**config.mk**
```make
export PLATFORM = sky130hd
export DESIGN_NAME = clock_set_encoder_controller_flat
export DESIGN_NICKNAME = d
export VERILOG_FILES = /design/src/rtl/core/csec_pkg.sv /design/src/rtl/core/csec_in_if.sv /design/src/rtl/core/csec_out_if.sv /design/src/rtl/core/clock_set_encoder_controller.sv /design/src/flat_wrapper.sv
export SDC_FILE = /design/constraint.sdc
export NUM_CORES = 1
export LEC_CHECK = 0
export BUFFER_PORTS_ARGS = -buffer_cell sky130_fd_sc_hd__buf_2
export CORE_MARGIN = 5
export CORE_UTILIZATION = 45
export CTS_CLUSTER_SIZE = 8
export DETAILED_ROUTE_END_ITERATION = 16
export PLACE_DENSITY = 0.72
export RECOVER_POWER = 50
export SLEW_MARGIN = 25
export SYNTH_ARGS = -nofsm -noshare
export SYNTH_HDL_FRONTEND = slang
export SYNTH_SLANG_ARGS = --single-unit
```
**constraint.sdc**
```tcl
create_clock -name i_clk -period 4.6 [get_ports i_clk]
set_input_delay 0.23 -clock i_clk [delete_from_list [all_inputs] [get_ports i_clk]]
set_output_delay 0.23 -clock i_clk [all_outputs]
set_load 0.01 [all_outputs]
```
**src/rtl/core/csec_pkg.sv**
```systemverilog
// Shared types, codes and helpers for the clock set/encoder controller.
// No dependencies; compiled first.
package csec_pkg;

    localparam int FUNC_W   = 3;
    localparam int RTC_H_W  = 5;
    localparam int MIN_W    = 6;
    localparam int HOUR_W   = 4;
    localparam int MODE_W   = 2;
    localparam int DIGIT_W  = 10;
    localparam int SLEEP_W  = 8;
    localparam int TOGGLE_W = 4;
    localparam int CFG_DATA_W = 8;

    typedef logic [MODE_W-1:0]  t_mode;
    typedef logic [FUNC_W-1:0]  t_func;
    typedef logic [HOUR_W-1:0]  t_hour;
    typedef logic [MIN_W-1:0]   t_min;
    typedef logic [DIGIT_W-1:0] t_digits;

    localparam t_mode MODE_OFF  = 2'd0;
    localparam t_mode MODE_VIEW = 2'd1;
    localparam t_mode MODE_SETH = 2'd2;
    localparam t_mode MODE_SETM = 2'd3;

    localparam t_func FUNC_TICK   = 3'd0;
    localparam t_func FUNC_BUTTON = 3'd1;
    localparam t_func FUNC_ENC_A  = 3'd2;
    localparam t_func FUNC_ENC_B  = 3'd3;

    localparam logic CFG_SLEEP_TIMEOUT = 1'b0;
    localparam logic CFG_TOGGLE_PERIOD = 1'b1;

    localparam logic [SLEEP_W-1:0]  SLEEP_TIMEOUT_RST = 8'd20;
    localparam logic [TOGGLE_W-1:0] TOGGLE_PERIOD_RST = 4'd2;
    localparam logic [SLEEP_W-1:0]  SLEEP_MAX         = 8'd255;
    localparam t_hour HOURS_MAX   = 4'd12;
    localparam t_min  MINUTES_MAX = 6'd59;

    // tens digit of a value below 60
    function automatic logic [2:0] tens_of(input t_min v);
        logic [2:0] t;
        if (v >= 6'd50) begin
            t = 3'd5;
        end else if (v >= 6'd40) begin
            t = 3'd4;
        end else if (v >= 6'd30) begin
            t = 3'd3;
        end else if (v >= 6'd20) begin
            t = 3'd2;
        end else if (v >= 6'd10) begin
            t = 3'd1;
        end else begin
            t = 3'd0;
        end
        return t;
    endfunction

    function automatic t_digits tens_onehot(input t_min v);
        t_digits d;
        d = '0;
        d[{1'b0, tens_of(v)}] = 1'b1;
        return d;
    endfunction

    function automatic t_digits ones_onehot(input t_min v);
        logic [MIN_W-1:0] r;
        t_digits d;
        r = v - (t_min'(tens_of(v)) * t_min'(10));
        d = '0;
        d[r[3:0]] = 1'b1;
        return d;
    endfunction

endpackage

```
**src/rtl/core/csec_in_if.sv**
```systemverilog
// Event request channel of the clock set/encoder controller.
// Depends on csec_pkg.
interface csec_in_if
    import csec_pkg::*;
();
    logic                 valid;
    logic                 ready;
    logic [FUNC_W-1:0]    func;
    logic                 pin_level;
    logic [RTC_H_W-1:0]   rtc_hours;
    logic [MIN_W-1:0]     rtc_minutes;

    modport source (output valid, func, pin_level, rtc_hours, rtc_minutes, input ready);
    modport sink   (input valid, func, pin_level, rtc_hours, rtc_minutes, output ready);
endinterface

```
**src/rtl/core/csec_out_if.sv**
```systemverilog
// Result request channel of the clock set/encoder controller.
// Depends on csec_pkg.
interface csec_out_if
    import csec_pkg::*;
();
    logic               valid;
    logic               ready;
    logic [DIGIT_W-1:0] tens_onehot;
    logic [DIGIT_W-1:0] ones_onehot;
    logic               neon_hours;
    logic               neon_minutes;
    logic               hv_enable;
    logic               sleep_request;
    logic               time_write;
    logic [HOUR_W-1:0]  write_hours;
    logic [MIN_W-1:0]   write_minutes;
    logic [MODE_W-1:0]  mode_now;

    modport source (output valid, tens_onehot, ones_onehot, neon_hours, neon_minutes,
                    hv_enable, sleep_request, time_write, write_hours, write_minutes,
                    mode_now, input ready);
    modport sink   (input valid, tens_onehot, ones_onehot, neon_hours, neon_minutes,
                    hv_enable, sleep_request, time_write, write_hours, write_minutes,
                    mode_now, output ready);
endinterface

```
**src/rtl/core/clock_set_encoder_controller.sv**
```systemverilog
// Top level of the clock set/encoder controller: mode, time, encoder and timers.
// Depends on csec_pkg, csec_in_if and csec_out_if.
//
//   channel   dir  handshake          payload
//   i_evt     in   valid/ready        func, pin_level, rtc_hours, rtc_minutes
//   o_res     out  valid/ready        digit drive, lamps, hv, sleep, RTC write, mode
//   i_cfg_*   in   write enable only  addr 0 sleep_timeout, addr 1 toggle_period
//
// One request per cycle when ready; a result is registered, valid the next cycle.
// State update and result decode are one combinational pass from the state registers.
// i_evt is ready whenever the result register is empty or being drained.
// Synchronous active-low reset; no clearing pass.
module clock_set_encoder_controller
    import csec_pkg::*;
(
    input  logic                  i_clk,
    input  logic                  i_rst_n,
    csec_in_if.sink               i_evt,
    csec_out_if.source            o_res,
    input  logic                  i_cfg_we,
    input  logic                  i_cfg_addr,
    input  logic [CFG_DATA_W-1:0] i_cfg_data
);

    localparam logic [3:0] ENC_DN0 = 4'b0110;
    localparam logic [3:0] ENC_DN1 = 4'b1001;
    localparam logic [3:0] ENC_UP0 = 4'b1100;
    localparam logic [3:0] ENC_UP1 = 4'b0011;

    logic [SLEEP_W-1:0]  r_sleep_timeout;
    logic [TOGGLE_W-1:0] r_toggle_period;

    t_mode               r_mode, n_mode;
    logic                r_show_hours, n_show_hours;
    t_hour               r_hour, n_hour;
    t_min                r_min, n_min;
    logic [SLEEP_W-1:0]  r_sleep, n_sleep;
    logic [TOGGLE_W-1:0] r_tog, n_tog;
    logic                r_a_now, n_a_now;
    logic                r_b_now, n_b_now;
    logic                r_a_last, n_a_last;
    logic                r_b_last, n_b_last;
    logic                r_hv, n_hv;

    logic                n_sleep_req, n_twrite;
    t_hour               n_wh;
    t_min                n_wm;
    t_min                disp_val;
    logic [3:0]          enc_pat;
    logic                step_up, step_dn;

    logic                r_out_valid;
    t_digits             r_tens, r_ones;
    logic                r_neon_h, r_hv_out, r_sleep_out, r_twrite_out;
    t_hour               r_wh;
    t_min                r_wm;
    t_mode               r_mode_out;

    logic                accept;

    assign i_evt.ready = !r_out_valid || o_res.ready;
    assign accept      = i_evt.valid && i_evt.ready;

    assign enc_pat = {i_evt.pin_level, r_b_now, r_a_last, r_b_last};
    assign step_dn = (enc_pat == ENC_DN0) || (enc_pat == ENC_DN1);
    assign step_up = (enc_pat == ENC_UP0) || (enc_pat == ENC_UP1);

    always_comb begin
        n_mode       = r_mode;
        n_show_hours = r_show_hours;
        n_hour       = r_hour;
        n_min        = r_min;
        n_sleep      = r_sleep;
        n_tog        = r_tog;
        n_a_now      = r_a_now;
        n_b_now      = r_b_now;
        n_a_last     = r_a_last;
        n_b_last     = r_b_last;
        n_hv         = r_hv;
        n_sleep_req  = 1'b0;
        n_twrite     = 1'b0;
        n_wh         = '0;
        n_wm         = '0;

        if (i_evt.func == FUNC_TICK) begin
            n_min = (i_evt.rtc_minutes > MINUTES_MAX) ? MINUTES_MAX : i_evt.rtc_minutes;
            if (i_evt.rtc_hours > RTC_H_W'(HOURS_MAX)) begin
                n_hour   = '0;
                n_twrite = 1'b1;
                n_wm     = n_min;
            end else begin
                n_hour = i_evt.rtc_hours[HOUR_W-1:0];
            end
            if (r_mode == MODE_VIEW) begin
                n_sleep = (r_sleep != SLEEP_MAX) ? r_sleep + 1'b1 : r_sleep;
                n_tog   = r_tog + 1'b1;
                if (n_tog >= r_toggle_period) begin
                    n_show_hours = !r_show_hours;
                    n_tog        = '0;
                end
                if (n_sleep >= r_sleep_timeout) begin
                    n_sleep_req = 1'b1;
                    n_hv        = 1'b0;
                    n_mode      = MODE_OFF;
                    n_sleep     = '0;
                end
            end else begin
                n_sleep = '0;
            end
        end else begin
            if (i_evt.func == FUNC_BUTTON) begin
                n_mode = r_mode + 1'b1;
            end
            unique case (n_mode)
                MODE_VIEW: begin
                    n_hv = 1'b1;
                end
                MODE_SETH: begin
                    n_hv         = 1'b1;
                    n_show_hours = 1'b1;
                end
                MODE_SETM: begin
                    n_hv         = 1'b1;
                    n_show_hours = 1'b0;
                end
                default: begin
                    n_hv        = 1'b0;
                    n_sleep_req = 1'b1;
                end
            endcase
            if (i_evt.func == FUNC_ENC_A && (n_mode == MODE_SETH || n_mode == MODE_SETM)) begin
                n_a_now = i_evt.pin_level;
                if (n_mode == MODE_SETH) begin
                    if (step_dn) begin
                        n_hour = (r_hour <= 4'd1) ? HOURS_MAX : r_hour - 1'b1;
                    end else if (step_up) begin
                        n_hour = (r_hour >= HOURS_MAX) ? 4'd1 : r_hour + 1'b1;
                    end
                end else begin
                    if (step_dn) begin
                        n_min = (r_min == '0) ? MINUTES_MAX : r_min - 1'b1;
                    end else if (step_up) begin
                        n_min = (r_min >= MINUTES_MAX) ? '0 : r_min + 1'b1;
                    end
                end
                n_a_last = i_evt.pin_level;
                n_b_last = r_b_now;
                n_twrite = 1'b1;
                n_wh     = n_hour;
                n_wm     = n_min;
            end
            if (i_evt.func == FUNC_ENC_B) begin
                n_b_now = i_evt.pin_level;
            end
        end
    end

    assign disp_val = n_show_hours ? MIN_W'(n_hour) : n_min;

    always_ff @(posedge i_clk) begin
        if (!i_rst_n) begin
            r_sleep_timeout <= SLEEP_TIMEOUT_RST;
            r_toggle_period <= TOGGLE_PERIOD_RST;
        end else if (i_cfg_we) begin
            unique case (i_cfg_addr)
                CFG_SLEEP_TIMEOUT: r_sleep_timeout <= i_cfg_data;
                CFG_TOGGLE_PERIOD: r_toggle_period <= i_cfg_data[TOGGLE_W-1:0];
                default:           r_sleep_timeout <= r_sleep_timeout;
            endcase
        end
    end

    always_ff @(posedge i_clk) begin
        if (!i_rst_n) begin
            r_mode       <= MODE_OFF;
            r_show_hours <= 1'b0;
            r_hour       <= HOURS_MAX;
            r_min        <= '0;
            r_sleep      <= '0;
            r_tog        <= '0;
            r_a_now      <= 1'b0;
            r_b_now      <= 1'b0;
            r_a_last     <= 1'b0;
            r_b_last     <= 1'b0;
            r_hv         <= 1'b0;
        end else if (accept) begin
            r_mode       <= n_mode;
            r_show_hours <= n_show_hours;
            r_hour       <= n_hour;
            r_min        <= n_min;
            r_sleep      <= n_sleep;
            r_tog        <= n_tog;
            r_a_now      <= n_a_now;
            r_b_now      <= n_b_now;
            r_a_last     <= n_a_last;
            r_b_last     <= n_b_last;
            r_hv         <= n_hv;
        end
    end

    always_ff @(posedge i_clk) begin
        if (!i_rst_n) begin
            r_out_valid <= 1'b0;
        end else if (accept) begin
            r_out_valid <= 1'b1;
        end else if (o_res.ready) begin
            r_out_valid <= 1'b0;
        end
    end

    always_ff @(posedge i_clk) begin
        if (accept) begin
            r_tens       <= tens_onehot(disp_val);
            r_ones       <= ones_onehot(disp_val);
            r_neon_h     <= n_show_hours;
            r_hv_out     <= n_hv;
            r_sleep_out  <= n_sleep_req;
            r_twrite_out <= n_twrite;
            r_wh         <= n_wh;
            r_wm         <= n_wm;
            r_mode_out   <= n_mode;
        end
    end

    assign o_res.valid         = r_out_valid;
    assign o_res.tens_onehot   = r_tens;
    assign o_res.ones_onehot   = r_ones;
    assign o_res.neon_hours    = r_neon_h;
    assign o_res.neon_minutes  = !r_neon_h;
    assign o_res.hv_enable     = r_hv_out;
    assign o_res.sleep_request = r_sleep_out;
    assign o_res.time_write    = r_twrite_out;
    assign o_res.write_hours   = r_wh;
    assign o_res.write_minutes = r_wm;
    assign o_res.mode_now      = r_mode_out;

    a_time_range: assert property (@(posedge i_clk) disable iff (!i_rst_n)
        r_hour <= HOURS_MAX && r_min <= MINUTES_MAX)
        else $error("time state out of range");

    a_no_write_zero: assert property (@(posedge i_clk) disable iff (!i_rst_n)
        o_res.valid && !o_res.time_write |-> o_res.write_hours == '0 && o_res.write_minutes == '0)
        else $error("write fields set without time_write");

    a_sleep_off: assert property (@(posedge i_clk) disable iff (!i_rst_n)
        o_res.valid && o_res.sleep_request |-> o_res.mode_now == MODE_OFF && !o_res.hv_enable)
        else $error("sleep request while display active");

    a_digits_onehot: assert property (@(posedge i_clk) disable iff (!i_rst_n)
        o_res.valid |-> $onehot(o_res.tens_onehot) && $onehot(o_res.ones_onehot))
        else $error("digit drive not one-hot");

    a_result_follows: assert property (@(posedge i_clk) disable iff (!i_rst_n)
        accept |=> r_out_valid && r_mode_out == r_mode)
        else $error("result register out of step with state");

endmodule
```
**src/flat_wrapper.sv**
```systemverilog
// flat-port wrapper written by rule: the top's interface ports become plain ports
module clock_set_encoder_controller_flat import csec_pkg::*;
  (i_clk, i_rst_n, i_cfg_we, i_cfg_addr, i_cfg_data, i_evt_valid, i_evt_func, i_evt_pin_level, i_evt_rtc_hours, i_evt_rtc_minutes, i_evt_ready, o_res_valid, o_res_tens_onehot, o_res_ones_onehot, o_res_neon_hours, o_res_neon_minutes, o_res_hv_enable, o_res_sleep_request, o_res_time_write, o_res_write_hours, o_res_write_minutes, o_res_mode_now, o_res_ready);
  csec_in_if i_evt_i ();
  csec_out_if o_res_i ();
  input  logic i_clk;
  input  logic i_rst_n;
  input  logic i_cfg_we;
  input  logic i_cfg_addr;
  input  logic [CFG_DATA_W-1:0] i_cfg_data;
  input wire logic [$bits(i_evt_i.valid)-1:0] i_evt_valid;
  input wire logic [$bits(i_evt_i.func)-1:0] i_evt_func;
  input wire logic [$bits(i_evt_i.pin_level)-1:0] i_evt_pin_level;
  input wire logic [$bits(i_evt_i.rtc_hours)-1:0] i_evt_rtc_hours;
  input wire logic [$bits(i_evt_i.rtc_minutes)-1:0] i_evt_rtc_minutes;
  output wire logic [$bits(i_evt_i.ready)-1:0] i_evt_ready;
  output wire logic [$bits(o_res_i.valid)-1:0] o_res_valid;
  output wire logic [$bits(o_res_i.tens_onehot)-1:0] o_res_tens_onehot;
  output wire logic [$bits(o_res_i.ones_onehot)-1:0] o_res_ones_onehot;
  output wire logic [$bits(o_res_i.neon_hours)-1:0] o_res_neon_hours;
  output wire logic [$bits(o_res_i.neon_minutes)-1:0] o_res_neon_minutes;
  output wire logic [$bits(o_res_i.hv_enable)-1:0] o_res_hv_enable;
  output wire logic [$bits(o_res_i.sleep_request)-1:0] o_res_sleep_request;
  output wire logic [$bits(o_res_i.time_write)-1:0] o_res_time_write;
  output wire logic [$bits(o_res_i.write_hours)-1:0] o_res_write_hours;
  output wire logic [$bits(o_res_i.write_minutes)-1:0] o_res_write_minutes;
  output wire logic [$bits(o_res_i.mode_now)-1:0] o_res_mode_now;
  input wire logic [$bits(o_res_i.ready)-1:0] o_res_ready;
  assign i_evt_i.valid = i_evt_valid;
  assign i_evt_i.func = i_evt_func;
  assign i_evt_i.pin_level = i_evt_pin_level;
  assign i_evt_i.rtc_hours = i_evt_rtc_hours;
  assign i_evt_i.rtc_minutes = i_evt_rtc_minutes;
  assign i_evt_ready = i_evt_i.ready;
  assign o_res_valid = o_res_i.valid;
  assign o_res_tens_onehot = o_res_i.tens_onehot;
  assign o_res_ones_onehot = o_res_i.ones_onehot;
  assign o_res_neon_hours = o_res_i.neon_hours;
  assign o_res_neon_minutes = o_res_i.neon_minutes;
  assign o_res_hv_enable = o_res_i.hv_enable;
  assign o_res_sleep_request = o_res_i.sleep_request;
  assign o_res_time_write = o_res_i.time_write;
  assign o_res_write_hours = o_res_i.write_hours;
  assign o_res_write_minutes = o_res_i.write_minutes;
  assign o_res_mode_now = o_res_i.mode_now;
  assign o_res_i.ready = o_res_ready;
  clock_set_encoder_controller u_core (.i_clk(i_clk), .i_rst_n(i_rst_n), .i_evt(i_evt_i), .o_res(o_res_i), .i_cfg_we(i_cfg_we), .i_cfg_addr(i_cfg_addr), .i_cfg_data(i_cfg_data));
endmodule
```
# Word level (Yosys, flattened, before mapping)
# Cells that the tools add are included.
[totals]
regBits = 76
elab_cells = 140
out_inout_bits = 39
inputBits = 29
[classes]
n_eq_ne = 12
n_lt_le_gt_ge = 16
n_mux = 56
add_sub_neg = 8
bitwise = 3
mul = 1
n_reduce_logical = 22
[op_table]
columns = ["op", "n"]
rows = [
  ["$mux W6", 12],
  ["$mux W4", 9],
  ["$mux W8", 3],
  ["$mux W1", 19],
  ["$ge A6 B6 Y1 const B", 3],
  ["$mux W3", 5],
  ["$ge A6 B5 Y1 const B", 2],
  ["$mux W2", 5],
  ["$reduce_and A3 Y1", 3],
  ["$add A4 B1 Y4 const B", 2],
  ["$add A8 B1 Y8 const B", 1],
  ["$eq A4 B4 Y1 const B", 2],
  ["$ge A8 B8 Y1", 1],
  ["$ne A8 B8 Y1 const B", 1],
  ["$add A6 B1 Y6 const B", 1],
  ["$eq A3 B2 Y1 const B", 2],
  ["$ge A6 B4 Y1 const B", 1],
  ["$gt A6 B6 Y1 const B", 1],
  ["$logic_not A6 Y1", 1],
  ["$reduce_and A2 Y1", 3],
  ["$sub A6 B1 Y6 const B", 1],
  ["$gt A5 B4 Y1 const B", 1],
  ["$lt A3 B5 Y1 const B", 1],
  ["$lt A4 B5 Y1 const B", 1],
  ["other kinds (25)", 37],
]

# Logic depth before layout (Yosys ltp)
# Gate-level depths: netlist of run 1.
[depth]
ltp_word = 22
ltp_mapped = 19
ltp_nobuf = 18

# Least setup slack after synthesis of run 1
# No wires, ideal clock.
[synth_timing]
kind = "register -> register"
start = "register u_core.r_mode[1]"
end = "register u_core.r_ones[2], in the netlist u_core.o_res.ones_onehot[2], data pin"
stages_incl_launch_ff = 19
n_path_buf = 2
synth_period_minus_slack_ns = 4.175
t_required_ns = 4.416
setup_slack_ns = 0.425
arrival_ns = 3.991
path_cell_list = "dfxtp_1 -> inv_1 -> ha_1 -> nor4b_2 -> o2bb2ai_1 -> buf_2 -> o221ai_1 -> o221a_2 -> o211a_1 -> o221ai_1 -> nor2_1 -> nor2_1 -> ha_1 -> inv_1 -> fa_1 -> xor2_1 -> or3_1 -> buf_6 -> a2111oi_4"
[synth_via]
elab_chain_len = 22
[synth_lines]
columns = ["item", "line_no", "source"]
rows = [
  ["start, declared", "clock_set_encoder_controller.sv:33", "t_mode r_mode, n_mode;"],
  ["start signal, assigned", "clock_set_encoder_controller.sv:187", "r_mode <= n_mode;"],
  ["$add A2 B1 Y2", "clock_set_encoder_controller.sv:112", "n_mode = r_mode + 1'b1;"],
  ["$mux W2", "clock_set_encoder_controller.sv:111", "if (i_evt.func == FUNC_BUTTON) begin"],
  ["$mux W2", "clock_set_encoder_controller.sv:85", "if (i_evt.func == FUNC_TICK) begin"],
  ["$eq A2 B2 Y1, on equally long branches", "clock_set_encoder_controller.sv:114, clock_set_encoder_controller.sv:131, clock_set_encoder_controller.sv:133", ""],
  ["$logic_or A1 B1 Y1", "clock_set_encoder_controller.sv:131", "if (i_evt.func == FUNC_ENC_A && (n_mode == MODE_SETH || n_mode == MODE_SETM)) begin"],
  ["$logic_and A1 B1 Y1", "clock_set_encoder_controller.sv:131", ""],
  ["$mux W6 or $mux W4 (tied branches)", "clock_set_encoder_controller.sv:131", ""],
  ["$mux W6 or $mux W4 (tied branches)", "clock_set_encoder_controller.sv:85", ""],
  ["[... 6 more ...]", "--", ""],
  ["$mux W3", "csec_pkg.sv:43", "if (v >= 6'd50) begin"],
  ["$mux W3", "clock_set_encoder_controller.sv:212", "if (accept) begin"],
  ["$mul A3 B3 Y3", "csec_pkg.sv:69", "r = v - (t_min'(tens_of(v)) * t_min'(10));"],
  ["$sub A4 B4 Y4 *", "csec_pkg.sv:69", ""],
  ["$lt A4 B5 Y1 (implied by the code) or $ge A4 B1 Y1 (tied branches)", "csec_pkg.sv:71", "d[r[3:0]] = 1'b1;"],
  ["$logic_and A1 B1 Y1 (implied by the code)", "csec_pkg.sv:71", ""],
  ["$mux W1 (implied by the code)", "csec_pkg.sv:71", ""],
  ["$demux W1 S4 *", "--", ""],
  ["end signal, assigned", "clock_set_encoder_controller.sv:214", "r_ones <= ones_onehot(disp_val);"],
  ["end, declared", "clock_set_encoder_controller.sv:53", "t_digits r_tens, r_ones;"],
]
# Mark *: on every way between the ends. The rest lies on a longest branch, timed or not. The select of a mux whose other input is x is not followed.
# A chain may end at the register's enable or synchronous reset.

# Final worst setup path of run 1
[layout_timing]
start = "register u_core.r_b_last"
end = "register u_core.r_ones[3], in the netlist u_core.o_res.ones_onehot[3], data pin"
[layout_via]
elab_chain_len = 21
[layout_lines]
columns = ["item", "line_no", "source"]
rows = [
  ["start, declared", "clock_set_encoder_controller.sv:42", "logic r_b_last, n_b_last;"],
  ["start signal, assigned", "clock_set_encoder_controller.sv:196", "r_b_last <= n_b_last;"],
  ["$eq A4 B4 Y1 or $eq A4 B2 Y1 (tied branches)", "clock_set_encoder_controller.sv:66", "assign step_up = (enc_pat == ENC_UP0) || (enc_pat == ENC_UP1);"],
  ["$logic_or A1 B1 Y1", "clock_set_encoder_controller.sv:66", ""],
  ["$mux W6 or $mux W4 (tied branches)", "clock_set_encoder_controller.sv:142, clock_set_encoder_controller.sv:136", ""],
  ["$mux W6 or $mux W4 (tied branches)", "clock_set_encoder_controller.sv:140, clock_set_encoder_controller.sv:134", ""],
  ["$mux W6 or $mux W4 (tied branches)", "clock_set_encoder_controller.sv:133", "if (n_mode == MODE_SETH) begin"],
  ["$mux W6 or $mux W4 (tied branches)", "clock_set_encoder_controller.sv:131", ""],
  ["$mux W6 or $mux W4 (tied branches)", "clock_set_encoder_controller.sv:85", ""],
  ["$mux W6 *", "clock_set_encoder_controller.sv:158", "assign disp_val = n_show_hours ? MIN_W'(n_hour) : n_min;"],
  ["[... 5 more ...]", "--", ""],
  ["$mux W3", "csec_pkg.sv:43", ""],
  ["$mux W3", "clock_set_encoder_controller.sv:212", ""],
  ["$mul A3 B3 Y3", "csec_pkg.sv:69", ""],
  ["$sub A4 B4 Y4 *", "csec_pkg.sv:69", ""],
  ["$lt A4 B5 Y1 (implied by the code) or $ge A4 B1 Y1 (tied branches)", "csec_pkg.sv:71", ""],
  ["$logic_and A1 B1 Y1 (implied by the code)", "csec_pkg.sv:71", ""],
  ["$mux W1 (implied by the code)", "csec_pkg.sv:71", ""],
  ["$demux W1 S4 *", "--", ""],
]
# Marks and branches as above.

==> results of run 1 <==
timing repair:
item / CTS / global route
hold buffers: 0 / 0
endpoints found under the setup margin: 0 / 10
buffers inserted: 0 / 2
gates resized for setup: 0 / 4
worst max-delay path, cell delays in order, from the launching register on:
cell and delay [ns]:
dfxtp_1 0.45, and4bb_1 0.34, or2_1 0.37, or4_4 0.62
a21oi_4 0.17, or3_1 0.20, nor2_1 0.09, mux2i_1 0.15
nor2_1 0.09, nor2_1 0.13, ha_1 0.15, inv_1 0.05
fa_1 0.37, xor2_1 0.19, or3_4 0.42, a2111oi_4 0.35
final cells by class:
type | instances | area (um2) | share of cell area (%)
multi-input combinational | 422 | 2780 | 50.2
sequential | 76 | 1860 | 33.6
timing repair buffer | 84 | 415 | 7.49
tap | 140 | 175 | 3.16
clock buffer | 9 | 124 | 2.23
inverter | 28 | 105 | 1.89
clock inverter | 7 | 82.6 | 1.49
registers in the layout, summed over array words and instances, names as in the netlist, 2 cells and up:
name and flops:
u_core.r_sleep 8, u_core.r_tog 4, u_core.o_res.tens_onehot 8, u_core.o_res.write_minutes 6
u_core.o_res.mode_now 2, u_core.r_sleep_timeout 8, u_core.r_toggle_period 4, u_core.r_min 6
u_core.o_res.ones_onehot 10, u_core.r_mode 2, u_core.o_res.write_hours 4, u_core.r_hour 4
cells in the final DEF (no fill, tap or decap), types with 6 or more instances in the layout:
| master | n |
|---|---|
| nand2_1 | 57 |
| nor2_1 | 55 |
| dfxtp_1 | 41 |
| a21oi_1 | 40 |
| clkbuf_1 | 40 |
| edfxtp_1 | 34 |
| inv_1 | 27 |
| buf_2 | 26 |
| nand3_1 | 25 |
| ha_1 | 23 |
| o21ai_0 | 21 |
| a211oi_1 | 19 |
| buf_4 | 18 |
| nand2b_1 | 14 |
| nor3_1 | 11 |
| o211ai_1 | 11 |
| a22oi_1 | 11 |
| mux2i_1 | 9 |
| clkbuf_8 | 9 |
| a21o_1 | 7 |
| xnor2_1 | 6 |
| and3_1 | 6 |
| nor2b_1 | 6 |
logic make-up (layout without fill, tap and decap cells):
group / after synthesis / after routing
buffers and inverters: 64 / 128
AOI/OAI and AO/OA: 164 / 164
other: 1 / 4
muxes: 11 / 11
DFF: 76 / 76
adders and majority gates: 24 / 24
xor gates and xnor gates: 9 / 9
and+or+nand+nor: 210 / 210
stage by stage:
step	utilization (%)	total power (W)	instances	setup slack, ns
after floorplan	-	0.00105	562	0.425
after global placement	49.9	0.00114	748	0.254
after detailed placement	49.9	0.00115	748	0.110
after CTS	51.8	0.00169	764	0.0755
after global routing	51.6	0.00176	766	0.0266
final	51.6	0.00168	766	0.306
metal layers:
metal  vias up  wire length (um)  GRT usage [%]
li1       2191                 -              -
met1      2124              5100           23.2
met2       193              6310           34.6
met3        45               947           4.18
met4         0               524           9.82
met5         -                 0              0
power breakdown:
part | total [W] | internal (W) | switching (W)
Combinational | 0.000355 | 0.000133 | 0.000222
Clock | 0.000540 | 0.000259 | 0.000281
Sequential | 0.000781 | 0.000753 | 0.0000284
synthesized netlist by cell type (3+ instances only):
| library cell | number | area, um2 |
|---|---|---|
| a22oi_1 | 11 | 82.6 |
| o21ai_0 | 21 | 105 |
| a211oi_1 | 19 | 143 |
| o2111ai_1 | 3 | 26.3 |
| o211ai_1 | 11 | 82.6 |
| a21oi_1 | 40 | 200 |
| nand2_1 | 57 | 214 |
| xnor2_1 | 6 | 52.6 |
| nand2b_1 | 14 | 87.6 |
| dfxtp_1 | 42 | 841 |
| a21o_1 | 7 | 52.6 |
| inv_1 | 26 | 97.6 |
| a311oi_1 | 3 | 26.3 |
| nand4bb_1 | 3 | 33.8 |
| o221ai_1 | 5 | 43.8 |
| nor3_1 | 11 | 55.1 |
| nor2b_1 | 6 | 37.5 |
| clkbuf_1 | 25 | 93.8 |
| nor2_1 | 56 | 210 |
| or3_1 | 4 | 25.0 |
| o211a_1 | 3 | 30.0 |
| a31oi_1 | 4 | 25.0 |
| buf_2 | 6 | 30.0 |
| nand3_1 | 25 | 125 |
| and3_1 | 6 | 37.5 |
| or2_2 | 5 | 31.3 |
| o22ai_1 | 5 | 31.3 |
| mux2i_1 | 9 | 90.1 |
| edfxtp_1 | 34 | 1020 |
| ha_1 | 23 | 288 |
| xor2_1 | 3 | 26.3 |
| nand4_1 | 5 | 31.3 |
final timing paths:
kind / to / slack [ns]
setup / recovery: u_core.o_res.ones_onehot[3]$_DFFE_PP_ / 0.31
hold / removal: u_core.r_sleep_timeout[4]$_SDFFE_PN1P_ / 0.11
setup reg to reg: u_core.o_res.ones_onehot[3]$_DFFE_PP_ / 0.31
hold reg to reg: u_core.r_sleep_timeout[3]$_SDFFE_PN0P_ / 0.46
==> reports/qor.yml, run 1 <==
clocking:
  clock_latency_ns: 0.36
  cts_buffer_depth: 2
  numCtsBuffers: 9
  cts-root-buf: "clkbuf_8"
  cts_max_level: 3
  tritoncts: "built"
  clk_pin_slew_worst_paths_ns: 0.09
  cts_sinks: 76
critical_path:
  reg2reg_depth: 15
  start_kind: "flop"
  crit_start: "u_core.r_b_last$_SDFFE_PN0P_"
  setup.worst_path.class: "flop to flop"
  rr_startpoint: "u_core.r_b_last$_SDFFE_PN0P_"
  cp_max_fo: 10
  worstPathArrival_ns: 4.47
  cp-end-kind: "flop"
  worstPathRequired_ns: 4.78
synthesis:
  synth_cell_types: 76
  syn_avg_cell_area_um2: 8.74
  syn_inst: 559
  ys_seq_elements: 76
  yosys.area_share.simple_pct: 21.7
  synthAdderAreaFrac_pct: 6.30
  yosysSeqAreaShare_pct: 38.1
  synth_mux_area_share_pct: 2.31
  synth_top_family_by_area: "compound AO/OA/AOI/OAI gates"
  yosys_warnings: 0
  synth_xor_area_share_pct: 1.61
  async_reset_ff_share_pct: 0
  synth_compound_area_share_pct: 24.4
  syn_area_um2: 4880
  synth_edf_count: 34
  ys.flop_type: "dfxtp_1"
timing:
  relSlewSlack_pct: 19.6
  fin_skew_ns: 0.0201
  hold_violations: 0
  setup_viol: 0
  setup_tns_ns: 0
  timing.final.crit_share_pct: 93.3
  min_period_ns: 4.29
  slew_violations: 0
  fmax_ghz: 0.233
  hold_slack_ns: 0.109
  rsz0062_at_grt: "no"
  worst_pin_slew_ns: 1.20
floorplan:
  fp.dieArea_um2: 13000
  die_h_um: 114
  io-pin-count: 68
  die_w_um: 114
  initial_utilization_pct: 45.5
  coreArea_um2: 10700
  fp-row-count: 38
min_path:
  min_from: "i_cfg_data[4]"
  min_path_cells: 3
  hp-class: "primary input to flop"
route:
  routed_wl_um: 12900
  dr.pass1.iters: 5
  wl_per_cell_um: 16.8
  route.vias.total: 4553
  viasPerCell: 5.94
  drtIter0Drc: 209
  drc: 0
  ant_nets: 0
placement:
  place_congestion: 0.974
  portBuffers: 65
  placed_area_um2: 5360
  dpl.hpwl_um: 9670
finish:
  area_growth_pct: 13.6
  fillers: 1009
  nets: 674
  drive_above_1_share_pct: 14.1
  design_area_um2: 5550
  diodes: 0
grt:
  grt_max_degree: 64
  track_usage_pct: 19.9
  overflow: 0
  antenna_found_initial: 0
  first_global_vias: 4459
  grt_pass1_wl_um: 21100
pwr:
  powerDensity_nw_per_um2: 302
  leakagePower_nw: 2.15
  ir_worst_vdd_mv: 0.168
run_status:
  status: "finished, final reports clean"
job:
  drv_cap: 0
Power figures use the tool's default switching activity.
==> run 2, diff against run 1 <==
--- a/config.mk
+++ b/config.mk
@@ -10,7 +10,7 @@
 export CORE_UTILIZATION = 45
 export CTS_CLUSTER_SIZE = 8
 export DETAILED_ROUTE_END_ITERATION = 16
-export PLACE_DENSITY = 0.72
+export PLACE_DENSITY = 0.65
 export RECOVER_POWER = 50
 export SLEW_MARGIN = 25
 export SYNTH_ARGS = -nofsm -noshare
==> run 2 against run 1 <==
  * Via count down 0.92%
  * Global-route usage up 0.38 points
  * Worst hold slack worse by 0.023 ns
  * Die area unchanged
  * Sequential share of layout area about the same
  * Critical path depth up 3
  * Power about the same
  * Final cell count unchanged
  * Critical path type unchanged
==> reports/qor.yml, run 2 (synthesis gave the netlist of run 1 again) <==
run_status:
  status: "finished, final reports clean"
timing:
  hold_violations: 0  # unchanged
  setup_viol: 0  # unchanged
  relSlewSlack_pct: 18.8  # -0.84 points
  setup_tns_ns: 0  # unchanged
  timing.final.crit_share_pct: 93.7  # +0.31 points
  min_period_ns: 4.31  # +0.0142 ns
  rsz0062_at_grt: "no"
  worst_pin_slew_ns: 1.22  # +0.0125 ns
  fin_skew_ns: 0.0173  # -0.00283 ns
  fmax_ghz: 0.232  # -0.33%
  slew_violations: 0  # unchanged
route:
  ant_nets: 0  # unchanged
  routed_wl_um: 12900  # +0.12%
  viasPerCell: 5.89  # -0.92%
  drc: 0  # unchanged
  wl_per_cell_um: 16.8  # +0.12%
  route.vias.total: 4511  # -0.92%
  drtIter0Drc: 330  # +58%
  dr.pass1.iters: 4  # -1
placement:
  place_congestion: 1.02  # +5.2%
  placed_area_um2: 5360  # unchanged
  dpl.hpwl_um: 9540  # -1.3%
  portBuffers: 65  # unchanged
finish:
  nets: 674  # unchanged
  drive_above_1_share_pct: 14.1  # unchanged
  layout_common_cells: "nand2_1 (57), nor2_1 (56), a21oi_1 (40), clkbuf_1 (40), dfxtp_1 (40)"
  largest_register_ffs: 10  # unchanged
  design_area_um2: 5550  # unchanged
  diodes: 0  # unchanged
  area_growth_pct: 13.6  # unchanged
  final_common_cell: "nand2_1"
floorplan:
  fp.dieArea_um2: 13000  # unchanged
  io-pin-count: 68  # unchanged
  initial_utilization_pct: 45.5  # unchanged
  die_h_um: 114  # unchanged
  coreArea_um2: 10700  # unchanged
  die_w_um: 114  # unchanged
  fp-row-count: 38  # unchanged
pwr:
  ir_worst_vdd_mv: 0.158  # -5.9%
  leakagePower_nw: 2.15  # about the same
  powerDensity_nw_per_um2: 302  # about the same
clocking:
  ctsHoldBuffers: 0  # unchanged
  clock_latency_ns: 0.37  # about the same
  cts-root-buf: "clkbuf_8"
  cts_buffer_depth: 2  # unchanged
  numCtsBuffers: 9  # unchanged
  tritoncts: "built"
  clk_pin_slew_worst_paths_ns: 0.10  # about the same
  cts_max_level: 3  # unchanged
  cts_sinks: 76  # unchanged
critical_path:
  setup.worst_path.class: "flop to flop"
  crit_start: "u_core.r_tog[0]$_SDFFE_PN0P_"
  cpMostUsedCell: "ha_1"
  start_kind: "flop"
  slowest_stage: "or3_4"
  path_cells: "ha_1, xor2_1, ha_1, or2_2, a21oi_1, or2_2, o311a_4, inv_2, o211ai_1, o221ai_1, nor2_1, nor2_1, ha_1, inv_1, fa_1, xor2_1, or3_4, a2111oi_4"
  cp_max_fo: 10  # unchanged
  reg2reg_depth: 18  # +3
  critical_path.endpoint: "u_core.o_res.ones_onehot[3]$_DFFE_PP_"
  cp-end-kind: "flop"
  reg2reg_to: "u_core.o_res.ones_onehot[3]$_DFFE_PP_"
  rrSetupSlack_ns: 0.29  # about the same
  cpPeakStageDelay_ns: 0.43  # -0.19 ns
  worstPathRequired_ns: 4.80  # +0.02 ns
  rr_startpoint: "u_core.r_tog[0]$_SDFFE_PN0P_"
  worstPathArrival_ns: 4.51  # +0.04 ns
job:
  drv_cap: 0  # unchanged
grt:
  grt_max_degree: 64  # unchanged
  overflow: 0  # unchanged
  antenna_found_initial: 0  # unchanged
  track_usage_pct: 20.3  # +0.38 points
  first_global_vias: 4362  # -2.2%
  grt_pass1_wl_um: 21100  # +0.33%
min_path:
  hp-class: "primary input to flop"
-- run 2: changes by cell type in the layout (fill, tap and decap cells not counted), sizes merged --
| cell | previous run | this run |
|---|---|---|
| clkinv | 1 | 2 |
| inv | 31 | 30 |
-- run 2: how the worst min path moves through the flow --
stage | startpoint | endpoint | slack, ns | cells after the start
3_5_place_dp | u_core.r_sleep_timeout[5]$_SDFFE_PN0P_ | u_core.r_sleep_timeout[5]$_SDFFE_PN0P_ | 0.45 | 2
2_1_floorplan | i_evt_valid | u_core.o_res.valid$_SDFFE_PN0P_ | 0.36 | 2
4_1_cts | i_cfg_data[4] | u_core.r_sleep_timeout[4]$_SDFFE_PN1P_ | 0.07 | 3
3_3_place_gp | u_core.r_sleep_timeout[3]$_SDFFE_PN0P_ | u_core.r_sleep_timeout[3]$_SDFFE_PN0P_ | 0.45 | 2
6_report | i_cfg_data[4] | u_core.r_sleep_timeout[4]$_SDFFE_PN1P_ | 0.09 | 3
5_1_grt | i_cfg_data[4] | u_core.r_sleep_timeout[4]$_SDFFE_PN1P_ | 0.1 | 3
-- run 2: repair_timing --
action | in CTS | in global routing
endpoints found under the setup margin | 2 | 10
buffers inserted | 0 | 2
gates resized for setup | 1 | 4
-- run 2: routing by layer --
layer  routed length, um  track usage (%)  share of wire [%]  vias up
met5                   0                0                  0        -
met4                 542             11.2                4.2        0
met3                1030             4.70                7.9       40
met2                6000             33.6                 46      188
met1                5340             24.2                 41     2096
li1                    -                -                  -     2187
-- run 2: worst max-delay path: cells and delay by family, from the launching register on --
family / cells / cell delay [ns]
AO/OA/AOI/OAI: 5 / 1.18
AND/OR/NAND/NOR: 5 / 1.10
adder cells (fa/ha/maj): 4 / 1.01
flip-flops: 1 / 0.35
XOR/XNOR: 2 / 0.35
buffers and inverters: 2 / 0.17
-- run 2: layout make-up --
class,instances,area (um2)
tap,140,175
timing repair buffer,84,415
multi-input combinational,422,2780
inverter,28,105
clock buffer,9,124
sequential,76,1860
fill,1075,5200
clock inverter,7,82.6
-- run 2: metrics by stage --
stage	instances	power (W)	utilization [%]	hold slack, ns	setup slack (ns)
after detailed placement	748	0.00115	49.9	0.449	0.0818
after global placement	748	0.00114	49.9	0.446	0.239
final	766	0.00168	51.6	0.0866	0.292
after CTS	764	0.00169	51.8	0.0713	0.0349
after floorplan	562	0.00105	-	0.359	0.425
after global routing	766	0.00177	51.6	0.0976	0.0103
-- run 2: where the power goes --
part           total (W)  internal [W]  switching (W)  leakage (nW)
Sequential      0.000781      0.000753      0.0000279         0.685
Clock           0.000540      0.000258       0.000282        0.0980
Combinational   0.000356      0.000133       0.000223          1.36
==> run 3, diff against run 2 <==
--- a/config.mk
+++ b/config.mk
@@ -10,7 +10,7 @@
 export CORE_UTILIZATION = 45
 export CTS_CLUSTER_SIZE = 8
 export DETAILED_ROUTE_END_ITERATION = 16
-export PLACE_DENSITY = 0.65
+export PLACE_DENSITY = 0.68
 export RECOVER_POWER = 50
 export SLEW_MARGIN = 25
 export SYNTH_ARGS = -nofsm -noshare
==> constraint.sdc (replaced) <==
create_clock -name i_clk -period 3.7 [get_ports i_clk]
set_input_delay 0.185 -clock i_clk [delete_from_list [all_inputs] [get_ports i_clk]]
set_output_delay 0.185 -clock i_clk [all_outputs]
set_load 0.01 [all_outputs]
==> run 3 against run 2 <==
  * The flow now finishes with violations (negative setup slack)
  * Flip-flop and latch count unchanged
  * Final cell count is 12% higher
  * Clock skew is 0.0089 ns lower
  * Power grew 32%
  * Sequential power increased by 23%
  * Largest power group unchanged
==> reports/qor.yml, run 3 (synthesis gave the netlist of run 1 again) <==
run_status:
  status: "finished, violations left"
  violations: "negative setup slack"
clocking:
  numCtsBuffers: 9  # unchanged
  tritoncts: "built"
  ctsHoldBuffers: 0  # unchanged
  cts_max_level: 3  # unchanged
  cts_buffer_depth: 2  # unchanged
  cts-root-buf: "clkbuf_8"
  cts_sinks: 76  # unchanged
  clk_pin_slew_worst_paths_ns: 0.08  # -0.02 ns
  clock_latency_ns: 0.36  # about the same
route:
  dr.pass1.iters: 5  # +1
  routed_wl_um: 14500  # +13%
  route.vias.total: 4901  # +8.6%
  viasPerCell: 5.71  # -3.0%
  drc: 0  # unchanged
  wl_per_cell_um: 16.9  # +0.45%
  ant_nets: 0  # unchanged
  drtIter0Drc: 358  # +8.5%
placement:
  place_congestion: 1.01  # -1.3%
  post-place-cells: 835  # +12%
  portBuffers: 65  # unchanged
  place_ws_ns: -0.592  # -0.674 ns
  dpl.hpwl_um: 10900  # +14%
  placed_area_um2: 6080  # +13%
min_path:
  hp-class: "primary input to flop"
  min_from: "i_cfg_data[4]"
  min_path_cells: 3  # unchanged
  hold_path_end: "u_core.r_sleep_timeout[4]$_SDFFE_PN1P_"
finish:
  final_common_cell: "buf_4"
  diodes: 0  # unchanged
  largest_register_ffs: 10  # unchanged
  nets: 766  # +14%
  postLayoutCoreUtil_pct: 59.9  # +8.3 points
  design_area_um2: 6440  # +16%
  layoutNonFillerInstCount: 858  # +12%
  layout_common_cells: "buf_4 (107), nand2_1 (57), nor2_1 (55), clkbuf_1 (41), a21oi_1 (39)"
  area_growth_pct: 31.8
  drive_above_1_share_pct: 29.0  # +15 points
timing:
  finalWorstSetupSlack_ns: -0.305  # -0.597 ns
  rsz0062_at_grt: "yes"
  min_period_ns: 4.01  # -0.303 ns
  setup_tns_ns: -2.28  # -2.28 ns
  worst_pin_slew_ns: 0.958  # -0.259 ns
  timing.final.crit_share_pct: 108  # +15 points
  hold_violations: 0  # unchanged
  slew_violations: 0  # unchanged
  setup_viol: 10  # +10
  relSlewSlack_pct: 36.1  # +17 points
  fmax_ghz: 0.250  # +7.6%
  fin_skew_ns: 0.00844  # -0.00885 ns
critical_path:
  setup.worst_path.class: "flop to flop"
  cpMostUsedCell: "ha_2"
  rr_startpoint: "u_core.r_tog[1]$_SDFFE_PN0P_"
  rrSetupSlack_ns: -0.31  # -0.60 ns
  worstPathRequired_ns: 3.89  # -0.91 ns
  cp_max_fo: 5  # -5
  path_cells: "nand3_2, xnor2_2, ha_2, buf_4, a21oi_4, or2_4, o311a_4, clkinv_4, o211ai_1, o221ai_1, nor2_2, nor2_1, ha_2, inv_2, fa_2, xor2_2, or3_4, a2111oi_4"
  worstPathArrival_ns: 4.19  # -0.32 ns
  reg2reg_depth: 18  # unchanged
  cp-end-kind: "flop"
  start_kind: "flop"
  slowest_stage: "or3_4"
  cpPeakStageDelay_ns: 0.41  # -0.02 ns
  reg2reg_to: "u_core.o_res.ones_onehot[2]$_DFFE_PP_"
pwr:
  powerDensity_nw_per_um2: 343  # +13%
  leakagePower_nw: 2.63  # +22%
  ir_worst_vdd_mv: 0.203  # +29%
grt:
  track_usage_pct: 22.1  # +1.9 points
  antenna_found_initial: 0  # unchanged
  overflow: 0  # unchanged
  grt_pass1_wl_um: 23200  # +9.9%
  grt_max_degree: 41  # -36%
  first_global_vias: 4844  # +11%
floorplan:
  coreArea_um2: 10700  # unchanged
  initial_utilization_pct: 45.5  # unchanged
  io-pin-count: 68  # unchanged
  fp-row-count: 38  # unchanged
  die_w_um: 114  # unchanged
  die_h_um: 114  # unchanged
  fp.dieArea_um2: 13000  # unchanged
job:
  drv_cap: 0  # unchanged
[run 3: cell count changes in the layout (fill, tap and decap cells not counted), moves of 3 or more]
cell / previous run / this run
ha_4: 0 / 3
a211oi_2: 1 / 4
buf_4: 18 / 107
ha_1: 23 / 18
dfxtp_1: 40 / 36
a211oi_1: 19 / 16
or2_4: 0 / 3
[run 3: how the worst max path moves through the flow]
stage / start / to / slack [ns] / cells after the start
after floorplan: u_core.r_a_last$_SDFFE_PN0P_ / u_core.o_res.ones_onehot[2]$_DFFE_PP_ / -0.30 / 18
after global placement: u_core.r_tog[0]$_SDFFE_PN0P_ / u_core.o_res.ones_onehot[3]$_DFFE_PP_ / -0.40 / 16
after detailed placement: u_core.r_tog[0]$_SDFFE_PN0P_ / u_core.o_res.ones_onehot[3]$_DFFE_PP_ / -0.59 / 16
after CTS: u_core.r_tog[0]$_SDFFE_PN0P_ / u_core.o_res.ones_onehot[2]$_DFFE_PP_ / -0.23 / 18
after global routing: u_core.r_tog[1]$_SDFFE_PN0P_ / u_core.o_res.ones_onehot[2]$_DFFE_PP_ / -0.46 / 18
final: u_core.r_tog[1]$_SDFFE_PN0P_ / u_core.o_res.ones_onehot[2]$_DFFE_PP_ / -0.31 / 18
[run 3: layout make-up]
cell class	instances	area (um2)
multi-input cells	424	3000
well taps	140	175
clock inverters	6	63.8
repair buffers	174	1090
inverters	28	110
clock buffers	10	128
flip-flops and latches	76	1870
fillers	975	4310
[run 3: critical path: cells and delay by family (launching register included)]
kind / cells / cell delay (ns)
flip-flops: 1 / 0.38
buffers and inverters: 3 / 0.22
AND/OR/NAND/NOR: 5 / 0.93
AO/OA/AOI/OAI: 5 / 1.08
adder cells (fa/ha/maj): 3 / 0.78
XOR/XNOR: 2 / 0.43
[run 3: power by group]
part	leakage, nW	switching [W]	total (W)	internal, W
Sequential	0.688	0.0000281	0.000963	0.000935
Combinational	1.84	0.000340	0.000606	0.000266
Clock	0.0943	0.000325	0.000637	0.000312
[run 3: metal layers]
metal | track usage (%) | vias up | share of wire (%)
met5 | 0 | - | 0
met1 | 27.5 | 2309 | 42
li1 | - | 2364 | -
met4 | 8.23 | 0 | 2.8
met3 | 4.02 | 36 | 6.4
met2 | 38.3 | 192 | 49
[run 3: per-stage QoR]
stage	hold slack, ns	total power, W
final	0.0538	0.00221
after CTS	0.0411	0.00218
after detailed placement	0.421	0.00153
after floorplan	0.314	0.00131
after global routing	0.0621	0.00231
after global placement	0.416	0.00152
[run 3: timing repair]
item,CTS,global route
resized for setup,13,23
pin swaps,9,7
buffers inserted,4,1
gates cloned,1,1
setup endpoints to repair,10,11
